`src/fixed_capacity_set_table_macros.svh`:
```
// Assertion macros for the set table top level.
`ifndef FIXED_CAPACITY_SET_TABLE_MACROS_SVH
`define FIXED_CAPACITY_SET_TABLE_MACROS_SVH

// Check a property on every clock edge outside reset.
`define FCST_ASSERT_ALWAYS(label, prop, msg) \
	label: assert property (@(posedge clk) disable iff (!arst_n) (prop)) else $error(msg);

// Check that a condition implies a consequence on the next clock.
`define FCST_ASSERT_NEXT(label, ante, cons, msg) \
	label: assert property (@(posedge clk) disable iff (!arst_n) (ante) |=> (cons)) \
		else $error(msg);

`endif

```
`src/fcst_pkg.sv`:
```
// Package with sizes, operation codes and cell control type for the set table.
package fcst_pkg;

	localparam int CAPACITY  = 16;
	localparam int KEY_WIDTH = 32;
	localparam int COUNT_W   = $clog2(CAPACITY + 1);

	localparam logic [1:0] OP_ADD      = 2'd0;
	localparam logic [1:0] OP_REMOVE   = 2'd1;
	localparam logic [1:0] OP_CONTAINS = 2'd2;
	localparam logic [1:0] OP_CLEAR    = 2'd3;

	typedef logic [KEY_WIDTH-1:0] key_t;

	typedef struct packed {
		logic occupied;  // slot lies below the entry count
		logic is_last;   // slot holds the last stored entry
		logic append;    // load the lookup key into this slot
		logic fill;      // load the tail key into this slot if it matches
	} cell_ctrl_t;

endpackage

```
`src/fcst_if.sv`:
```
// Handshake interfaces for the request and response channels of the set table.
interface fcst_in_if;
	logic        valid;
	logic        ready;
	logic [1:0]  operation;
	logic [31:0] key;

	modport source (output valid, output operation, output key, input ready);
	modport sink   (input valid, input operation, input key, output ready);
endinterface

interface fcst_out_if;
	logic       valid;
	logic       ready;
	logic       success;
	logic [4:0] entry_count;
	logic       set_empty;

	modport source (output valid, output success, output entry_count, output set_empty,
		input ready);
	modport sink   (input valid, input success, input entry_count, input set_empty,
		output ready);
endinterface

```
`src/fcst_cell.sv`:
```
// One storage cell of the set table: holds a key, compares it and feeds the chain.
module fcst_cell (
	input  logic                clk,
	input  fcst_pkg::cell_ctrl_t ctrl,
	input  fcst_pkg::key_t      lookup_key,
	input  logic                found_in,
	input  fcst_pkg::key_t      tail_in,
	input  fcst_pkg::key_t      tail_key,
	output logic                found_out,
	output fcst_pkg::key_t      tail_out,
	output logic                hit
);

	fcst_pkg::key_t key_q;

	assign hit       = ctrl.occupied && (key_q == lookup_key);
	assign found_out = found_in | hit;
	assign tail_out  = tail_in | (ctrl.is_last ? key_q : '0);

	// Load an appended key, or take the tail entry into a freed slot.
	always_ff @(posedge clk) begin
		if (ctrl.append) begin
			key_q <= lookup_key;
		end else if (ctrl.fill && hit) begin
			key_q <= tail_key;
		end
	end

endmodule

```
`src/fixed_capacity_set_table.sv`:
```
// Top level of the fixed-capacity set table built from a chain of key cells.
//
//   channel | dir | payload                               | accepted when
//   --------+-----+---------------------------------------+-------------------
//   req     | in  | operation[1:0], key[31:0]             | valid && ready
//   rsp     | out | success, entry_count[4:0], set_empty  | valid && ready
//
// Each operation has a transfer that registers the request and then an
// execute cycle that compares the key in every cell, ORs the hits and the tail
// key along the chain and writes back the append or swap-remove.
// The execute cycle waits while a finished response is still held; the
// request side stays closed until the execute cycle has run.
// Reset clears the entry count and the handshake state; cell keys are
// undefined until written and are only compared below the entry count.
`include "fixed_capacity_set_table_macros.svh"

module fixed_capacity_set_table (
	input  logic        clk,
	input  logic        arst_n,
	fcst_in_if.sink     req,
	fcst_out_if.source  rsp
);

	localparam int CAP = fcst_pkg::CAPACITY;
	localparam int CW  = fcst_pkg::COUNT_W;

	// Request register and handshake state
	logic                       busy_q;
	logic [1:0]                 op_s1;
	fcst_pkg::key_t             key_s1;
	logic [CW-1:0]              count_q;

	// Response register
	logic                       rsp_valid_q;
	logic                       rsp_success_q;
	logic [CW-1:0]              rsp_count_q;

	// Chain signals; slot 0 is the chain input and slot CAP its end
	logic [CAP:0]               found_chain;
	fcst_pkg::key_t             tail_chain [CAP+1];
	logic [CAP-1:0]             hit_vec;
	fcst_pkg::cell_ctrl_t       ctrl [CAP];

	logic                       exec_go;
	logic                       found;
	logic                       room;
	logic                       add_go;
	logic                       rm_go;
	logic                       ok;
	logic [CW-1:0]              count_nxt;

	assign req.ready = !busy_q;

	// Execute once the response slot is free or being drained this cycle.
	assign exec_go = busy_q && (!rsp_valid_q || rsp.ready);
	assign found   = found_chain[CAP];
	assign room    = count_q < CW'(CAP);

	always_comb begin
		add_go    = 1'b0;
		rm_go     = 1'b0;
		ok        = 1'b0;
		count_nxt = count_q;
		unique case (op_s1)
			fcst_pkg::OP_ADD: begin
				ok = room;
				if (room && !found) begin
					add_go    = exec_go;
					count_nxt = count_q + CW'(1);
				end
			end
			fcst_pkg::OP_REMOVE: begin
				ok = found;
				if (found) begin
					rm_go     = exec_go;
					count_nxt = count_q - CW'(1);
				end
			end
			fcst_pkg::OP_CONTAINS: begin
				ok = found;
			end
			fcst_pkg::OP_CLEAR: begin
				ok        = 1'b1;
				count_nxt = '0;
			end
			default: begin
				ok = 1'b0;
			end
		endcase
	end

	assign found_chain[0] = 1'b0;
	assign tail_chain[0]  = '0;

	// Build the row of cells; each hands its hit and tail key to the next.
	for (genvar i = 0; i < CAP; i++) begin : g_cell
		assign ctrl[i].occupied = CW'(i) < count_q;
		assign ctrl[i].is_last  = CW'(i + 1) == count_q;
		assign ctrl[i].append   = add_go && (CW'(i) == count_q);
		assign ctrl[i].fill     = rm_go;

		fcst_cell u_cell (
			.clk        (clk),
			.ctrl       (ctrl[i]),
			.lookup_key (key_s1),
			.found_in   (found_chain[i]),
			.tail_in    (tail_chain[i]),
			.tail_key   (tail_chain[CAP]),
			.found_out  (found_chain[i+1]),
			.tail_out   (tail_chain[i+1]),
			.hit        (hit_vec[i])
		);
	end

	// Cells other than the tail add zero, so the end of the chain carries
	// the tail key; feed it back to every cell for the swap-remove fill.
	// Hold the request until the execute cycle runs.
	always_ff @(posedge clk or negedge arst_n) begin
		if (!arst_n) begin
			busy_q <= 1'b0;
		end else if (req.valid && req.ready) begin
			busy_q <= 1'b1;
		end else if (exec_go) begin
			busy_q <= 1'b0;
		end
	end

	always_ff @(posedge clk) begin
		if (req.valid && req.ready) begin
			op_s1  <= req.operation;
			key_s1 <= req.key[fcst_pkg::KEY_WIDTH-1:0];
		end
	end

	// Load the next entry count on every execute cycle.
	always_ff @(posedge clk or negedge arst_n) begin
		if (!arst_n) begin
			count_q <= '0;
		end else if (exec_go) begin
			count_q <= count_nxt;
		end
	end

	// Response register: load on execute, drop after the transfer.
	always_ff @(posedge clk or negedge arst_n) begin
		if (!arst_n) begin
			rsp_valid_q <= 1'b0;
		end else if (exec_go) begin
			rsp_valid_q <= 1'b1;
		end else if (rsp.ready) begin
			rsp_valid_q <= 1'b0;
		end
	end

	always_ff @(posedge clk) begin
		if (exec_go) begin
			rsp_success_q <= ok;
			rsp_count_q   <= count_nxt;
		end
	end

	assign rsp.valid       = rsp_valid_q;
	assign rsp.success     = rsp_success_q;
	assign rsp.entry_count = 5'(rsp_count_q);
	assign rsp.set_empty   = rsp_count_q == '0;

	`FCST_ASSERT_ALWAYS(a_count_bound, count_q <= CW'(CAP), "entry count above capacity")
	`FCST_ASSERT_ALWAYS(a_unique_hit, $onehot0(hit_vec), "key stored in more than one cell")
	`FCST_ASSERT_NEXT(a_remove_dec, rm_go, count_q == $past(count_q) - CW'(1),
		"remove did not lower the entry count")
	`FCST_ASSERT_NEXT(a_add_full, exec_go && op_s1 == fcst_pkg::OP_ADD && !room,
		!rsp_success_q && count_q == $past(count_q), "add on a full set changed state")

endmodule
```
`src/flat_wrapper.sv`:
```
// flat-port wrapper written by rule: the top's interface ports become plain ports
module fixed_capacity_set_table_flat 
  (clk, arst_n, req_valid, req_operation, req_key, req_ready, rsp_valid, rsp_success, rsp_entry_count, rsp_set_empty, rsp_ready);
  fcst_in_if req_i ();
  fcst_out_if rsp_i ();
  input  logic clk;
  input  logic arst_n;
  input wire logic [$bits(req_i.valid)-1:0] req_valid;
  input wire logic [$bits(req_i.operation)-1:0] req_operation;
  input wire logic [$bits(req_i.key)-1:0] req_key;
  output wire logic [$bits(req_i.ready)-1:0] req_ready;
  output wire logic [$bits(rsp_i.valid)-1:0] rsp_valid;
  output wire logic [$bits(rsp_i.success)-1:0] rsp_success;
  output wire logic [$bits(rsp_i.entry_count)-1:0] rsp_entry_count;
  output wire logic [$bits(rsp_i.set_empty)-1:0] rsp_set_empty;
  input wire logic [$bits(rsp_i.ready)-1:0] rsp_ready;
  assign req_i.valid = req_valid;
  assign req_i.operation = req_operation;
  assign req_i.key = req_key;
  assign req_ready = req_i.ready;
  assign rsp_valid = rsp_i.valid;
  assign rsp_success = rsp_i.success;
  assign rsp_entry_count = rsp_i.entry_count;
  assign rsp_set_empty = rsp_i.set_empty;
  assign rsp_i.ready = rsp_ready;
  fixed_capacity_set_table u_core (.clk(clk), .arst_n(arst_n), .req(req_i), .rsp(rsp_i));
endmodule
```
`config.mk`:
```
export PLATFORM = sky130hd
export DESIGN_NAME = fixed_capacity_set_table_flat
export DESIGN_NICKNAME = d
export VERILOG_FILES = /design/src/fcst_pkg.sv /design/src/fcst_if.sv /design/src/fcst_cell.sv /design/src/fixed_capacity_set_table.sv /design/src/flat_wrapper.sv
export VERILOG_INCLUDE_DIRS = /design/src /design/src/src
export SDC_FILE = /design/constraint.sdc
export NUM_CORES = 1
export LEC_CHECK = 0
export BUFFER_PORTS_ARGS = -buffer_cell sky130_fd_sc_hd__clkbuf_2
export CORE_UTILIZATION = 47
export DETAILED_ROUTE_END_ITERATION = 12
export PLACE_DENSITY_LB_ADDON = 0.2
export SLEW_MARGIN = 20
export SYNTH_ARGS = -nofsm -noshare
export SYNTH_HDL_FRONTEND = slang
export SYNTH_SLANG_ARGS = --single-unit
```
`constraint.sdc`:
```
create_clock -name clk -period 5.56 [get_ports clk]
set_input_delay 0.834 -clock clk [delete_from_list [all_inputs] [get_ports clk]]
set_output_delay 0.834 -clock clk [all_outputs]
set_load 0.01 [all_outputs]
```
After elaboration in Yosys (flattened, before gate mapping). Index checks and enable logic that the tools add are counted.

$add $sub $neg: 2. $lt $le $gt $ge: 17. Equality and inequality tests: 35. Multiplexer cells: 60. Bitwise logic cells: 30. Reductions and logical operators: 77.

Operator list (number): $mux 32 (48); $eq 32x32->1 (16); $or 32x32->32 (15); $logic_and 1x1->1 (51); $eq 4x5->1 const A (8); $lt 4x5->1 const A (8); $reduce_bool 2->1 (18); $eq 3x5->1 const A (4); $lt 3x5->1 const A (4); $or 1x1->1 (15); $pmux 5 s3 (1); $eq 2x5->1 const A (2); $logic_not 5->1 (2); $lt 1x5->1 const A (2); $lt 2x5->1 const A (2); $mux 5 (2); $mux 1 (8); $add 5x1->5 const B (1); $eq 1x5->1 const A (1); $eq 5x5->1 const A (1); $lt 5x5->1 const B (1); $sub 5x1->5 const B (1); $eq 2x2->1 const B (2); $logic_not 1->1 (3); 5 further kinds (5).

Bits in registers: 559. Input bits: 38. Output and inout port bits: 9.

Depth between registers and ports, before layout.
Depth after elaboration: 23. Gate-level depth with buffers: 15. Mapped depth without buffers: 10.

Modules after synthesis. Synthesis repeated with hierarchy kept, for this count alone.

Cell total of the unflattened synthesis: 2693. Area, all modules: 34176.5 µm².

Modules (own cells, without submodules): fcst_cell (instances 16, cells each 156, area an instance 1993.2 µm², sequential area each 960.9 µm²); fixed_capacity_set_table (instances 1, cells each 197, area an instance 2285.9 µm², sequential area each 1376.3 µm²).

Worst setup path after synthesis. OpenSTA, ideal clock, no wires.

Kind: register to register. Start point: register u_core.key_s1[7]. End point: register u_core.g_cell[0].u_cell.key_q[0], enable pin. Library setup time: 0.466 ns. Arrival time: 5.006 ns. Required time: 5.094 ns. Slack: 0.089 ns. Stages on the path, launching flop included: 12. Period minus slack after synthesis: 5.471 ns. Cells stage by stage: edfxtp_1 > buf_6 > xor2_1 > or4_1 > or4b_1 > or4_4 > nand4_2 > nor4b_4 > buf_6 > a21oi_2 > nand2_1 > o21ai_0.

Longest elaborated chain between the ends: 23.

RTL lines: start, declared (RTL line fixed_capacity_set_table.sv:30) `fcst_pkg::key_t key_s1;`; start signal, assigned (RTL line fixed_capacity_set_table.sv:131) `key_s1 <= req.key[fcst_pkg::KEY_WIDTH-1:0];`; $eq 32x32->1 (RTL line fcst_cell.sv:16) `assign hit = ctrl.occupied && (key_q == lookup_key);`; $logic_and 1x1->1 (RTL line fcst_cell.sv:16); $or 1x1->1 (15 in series) (RTL line fcst_cell.sv:17) `assign found_out = found_in | hit;`; $logic_not 1->1 (RTL line fixed_capacity_set_table.sv:67) `if (room && !found) begin`; $logic_and 1x1->1 (RTL line fixed_capacity_set_table.sv:67); $mux 1 (RTL line fixed_capacity_set_table.sv:67); $mux 1 (RTL line fixed_capacity_set_table.sv:64) `unique case (op_s1)`; $logic_and 1x1->1 (RTL line fixed_capacity_set_table.sv:99) `assign ctrl[i].append = add_go && (CW'(i) == count_q);`; $reduce_bool 2->1 (no source line) *; end signal, assigned (RTL line fcst_cell.sv:23) `key_q <= lookup_key;`; end signal, assigned (RTL line fcst_cell.sv:25) `key_q <= tail_key;`; end, declared (RTL line fcst_cell.sv:14) `fcst_pkg::key_t key_q;`.

Mark *: on every way between the ends. The rest lies on a longest branch, timed or not. A chain may end at the register's enable or synchronous reset.

Worst setup path in the final report.
Start point: register u_core.key_s1[18]. End point: register u_core.g_cell[9].u_cell.key_q[23], enable pin.

Longest elaborated chain between the ends: 23.

RTL lines (RTL line): $eq 32x32->1 (fcst_cell.sv:16); $logic_and 1x1->1 (fcst_cell.sv:16); $or 1x1->1 (15 in series) (fcst_cell.sv:17); $logic_not 1->1 (fixed_capacity_set_table.sv:67); $logic_and 1x1->1 (fixed_capacity_set_table.sv:67); $mux 1 (fixed_capacity_set_table.sv:67); $mux 1 (fixed_capacity_set_table.sv:64); $logic_and 1x1->1 (fixed_capacity_set_table.sv:99); $reduce_bool 2->1 (no source line) *; end signal, assigned (fcst_cell.sv:23); end signal, assigned (fcst_cell.sv:25); end, declared (fcst_cell.sv:14).

Marks and branches as above.

==> reports/results.ini <==
[run_status]
status = complete, no violations

[power]
switching_share_pct = 38.6
clkPwrFrac_pct = 25.3
p_int_mw = 11.2
power_frac_comb_pct = 41.7
ir_drop_mv = 0.324
p_leak_nw = 13.1
switchingPower_mw = 7.03
seq_power_share_pct = 33.0
powerDensity_nw_per_um2 = 476

[layout]
area_growth_pct = 12.5
stdcell_count = 4101
nets = 3143
drive_gt1_share_pct = 20.9
final_common_cell = edfxtp_1
final_cell_area_um2 = 38300
diodes = 0
mostFrequentLayoutCells = 552 x edfxtp_1, 374 x xnor2_1, 305 x nor2_1, 269 x a21oi_1, 250 x mux2_2

[grt]
grt.total_usage_pct = 43.8
grt_pass1_vias = 26508
grt_max_degree = 50
grt-ovfl-total = 0
met2_usage_pct = 64.3
grt_first_pass_wirelength_mm = 220
use_met1_pct = 56.7
grt.busiest_layer = met2
antenna_found_initial = 2
met3_usage_pct = 12.2

[logic_synthesis]
synth-edff-count = 552
synth-async-reset-ratio_pct = 1.25
syn_area_um2 = 34000
synthesis.nets = 3142
avgSynthCellArea_um2 = 11.0
ys.flop_type = edfxtp_1
syn-instance-count = 3095
synth_cell_types = 68
synth_top_area_share_pct = 48.7
ys_seq_area_share_pct = 49.2
ys_warn_count = 0
synth_top_cells_by_area = edfxtp_1 49%, xnor2_1 9.6%, mux2_2 8.3%, a21oi_1 4.0%, xor2_1 3.6%
synth_seq_cells = 559
yosysTopAreaCell = edfxtp_1

[clock_tree]
cts_tree = built
root_buffer = clkbuf_16
hold_buffers = 0
cts_sinks = 559
clockBufferDepth = 3
h-tree-depth = 3
path_clk_slew_ns = 0.06
post-cts-setup-buffers = 0
cts_buffers = 69
clk_latency_ns = 0.64
cts_resized = 0

[worst_setup_path]
reg2regPathDepth = 12
crit_family = simple AND/OR/NAND/NOR gates
r2r_setup_slack_ns = 0.52
critical-path-slowest-cell = edfxtp_1
worstPathCellList = buf_4 -> xnor2_1 -> nand4_1 -> nor4_1 -> nand4_1 -> nand4_2 -> nor4b_4 -> buf_12 -> a21oi_2 -> nand2_1 -> buf_12 -> o21ai_4
crit_arrival_ns = 5.28
path_class = reg -> reg
cp.required_ns = 5.80
cp.depth = 12
crit_path_start_kind = register
crit_start = u_core.key_s1[18]$_DFFE_PP_
critPathBufInv = 3
end_kind = register
slowest_delay_ns = 1.04
crit_fanout = 32
regToRegStartpoint = u_core.key_s1[18]$_DFFE_PP_

[timing]
setup_tns_ns = 0
setup_viol = 0
final-hold-violation-count = 0
slew_headroom_pct = 23.9
rsz0062_at_grt = false
period_share_pct = 90.6
max_freq_mhz = 198
slew_viol_final = 0
setup_ws_ns = 0.522
tightest_slew_ns = 1.14
fin_skew_ns = 0.0269
layout_min_cycle_time_ns = 5.04

[drt]
drcViolationCount = 0
final_antenna_net_count = 0
drt_iter0_drc = 5104
wl_per_cell_um = 39.9
routed_via_density = 6.93
wl_mm = 164
vias = 28432
drtPass1Iterations = 7

[floorplanning]
row_count = 98
dieWidth_um = 271
io_pins = 47
dieArea_um2 = 73500
initial_core_util_pct = 47.5
fp.coreArea_um2 = 71600
die_y_um = 271

[placed_design]
dp_hpwl_mm = 126
place_inst = 3974
preCtsSetupSlack_ns = 0.729
gp_congestion = 1.10
place_area_um2 = 36000
port_buffers = 46

[worst_hold_path]
hold_path_class = in -> async

[flow_run]
maxCapViolations = 0

-- logic make-up after synthesis --
kind of cell               count (synthesis)  synth area share (%)
buffers and inverters                    333                  4.65
AOI/OAI and AO/OA                        541                  10.1
xor gates and xnor gates                 513                  13.2
DFF                                      559                  49.2
and+or+nand+nor                          849                  13.0
muxes                                    291                  9.50
adders and majority gates                  9                 0.331
-- per-layer routing --
layer | vias to the layer above | routed length (um)
li1 | 11569 | -
met1 | 14161 | 59900
met2 | 2287 | 69900
met3 | 413 | 21500
met4 | 2 | 12300
met5 | - | 9
-- state kept, by name, indices dropped and copies added, names as in the netlist --
name and cells:
u_core.busy_q 1, u_core.count_q 5, u_core.g_cell.u_cell.key_q 512, u_core.key_s1 32, u_core.op_s1 2, u_core.rsp.entry_count 5, u_core.rsp.success 1, u_core.rsp.valid 1
-- synth_stat cells, types with 10 or more instances --
| cell | count |
|---|---|
| edfxtp_1 | 552 |
| xnor2_1 | 374 |
| nor2_1 | 317 |
| a21oi_1 | 269 |
| mux2_2 | 250 |
| nand4_1 | 179 |
| xor2_1 | 139 |
| buf_2 | 137 |
| a22oi_1 | 126 |
| clkbuf_1 | 125 |
| nand2_1 | 85 |
| nor4_1 | 68 |
| nand3_1 | 52 |
| o21ai_0 | 37 |
| mux2i_1 | 35 |
| a221oi_1 | 33 |
| a222oi_1 | 32 |
| nor3_1 | 28 |
| buf_4 | 27 |
| and3_1 | 26 |
| buf_1 | 18 |
| inv_1 | 18 |
| or4_1 | 15 |
| nand4_2 | 11 |
| nand4b_1 | 10 |
| nor4b_1 | 10 |
| o21ai_1 | 10 |
-- power by group through the flow --
stage	sequential (mW)	clock [mW]	combinational, mW
finish	6.02	4.61	7.59
global route	6.02	4.75	7.84
CTS	6.00	4.61	7.26
detailed placement	6.09	0	7.22
global placement	6.09	0	7.03
floorplan	5.88	0	4.52
-- area by class of cell --
class	count	area [um^2]
Inverter	18	67.6
Tap cell	950	1190
Multi-Input combinational cell	2203	16000
Timing Repair Buffer	245	2030
Clock buffer	89	1830
Fill cell	6362	33300
Sequential cell	559	16800
Clock inverter	37	392
-- per-stage QoR --
step / utilization (%) / hold WS (ns) / total power [mW]
floorplan: - / 0.506 / 10.4
global placement: 50.2 / 0.494 / 13.1
detailed placement: 50.3 / 0.531 / 13.3
CTS: 53.4 / 0.0627 / 17.9
global route: 53.5 / 0.0745 / 18.6
finish: 53.5 / 0.0698 / 18.2
-- worst register-to-register path, delay by kind of cell, from the launching register on --
family / cells / cell delay [ns]
XOR/XNOR: 1 / 0.24
flip-flops: 1 / 1.04
AO/OA/AOI/OAI: 2 / 1.12
buffers and inverters: 3 / 0.67
AND/OR/NAND/NOR: 6 / 1.56
-- final timing paths --
path                                                               end
min reg2reg                               u_core.rsp.valid$_DFFE_PN0P_
min in group clk                           u_core.key_s1[24]$_DFFE_PP_
max reg2reg                u_core.g_cell[9].u_cell.key_q[23]$_DFFE_PP_
min                                          u_core.busy_q$_DFFE_PN0P_
max in group asynchronous                u_core.count_q[3]$_DFFE_PN0P_
max                        u_core.g_cell[9].u_cell.key_q[23]$_DFFE_PP_
Power figures use the tool's default switching activity.
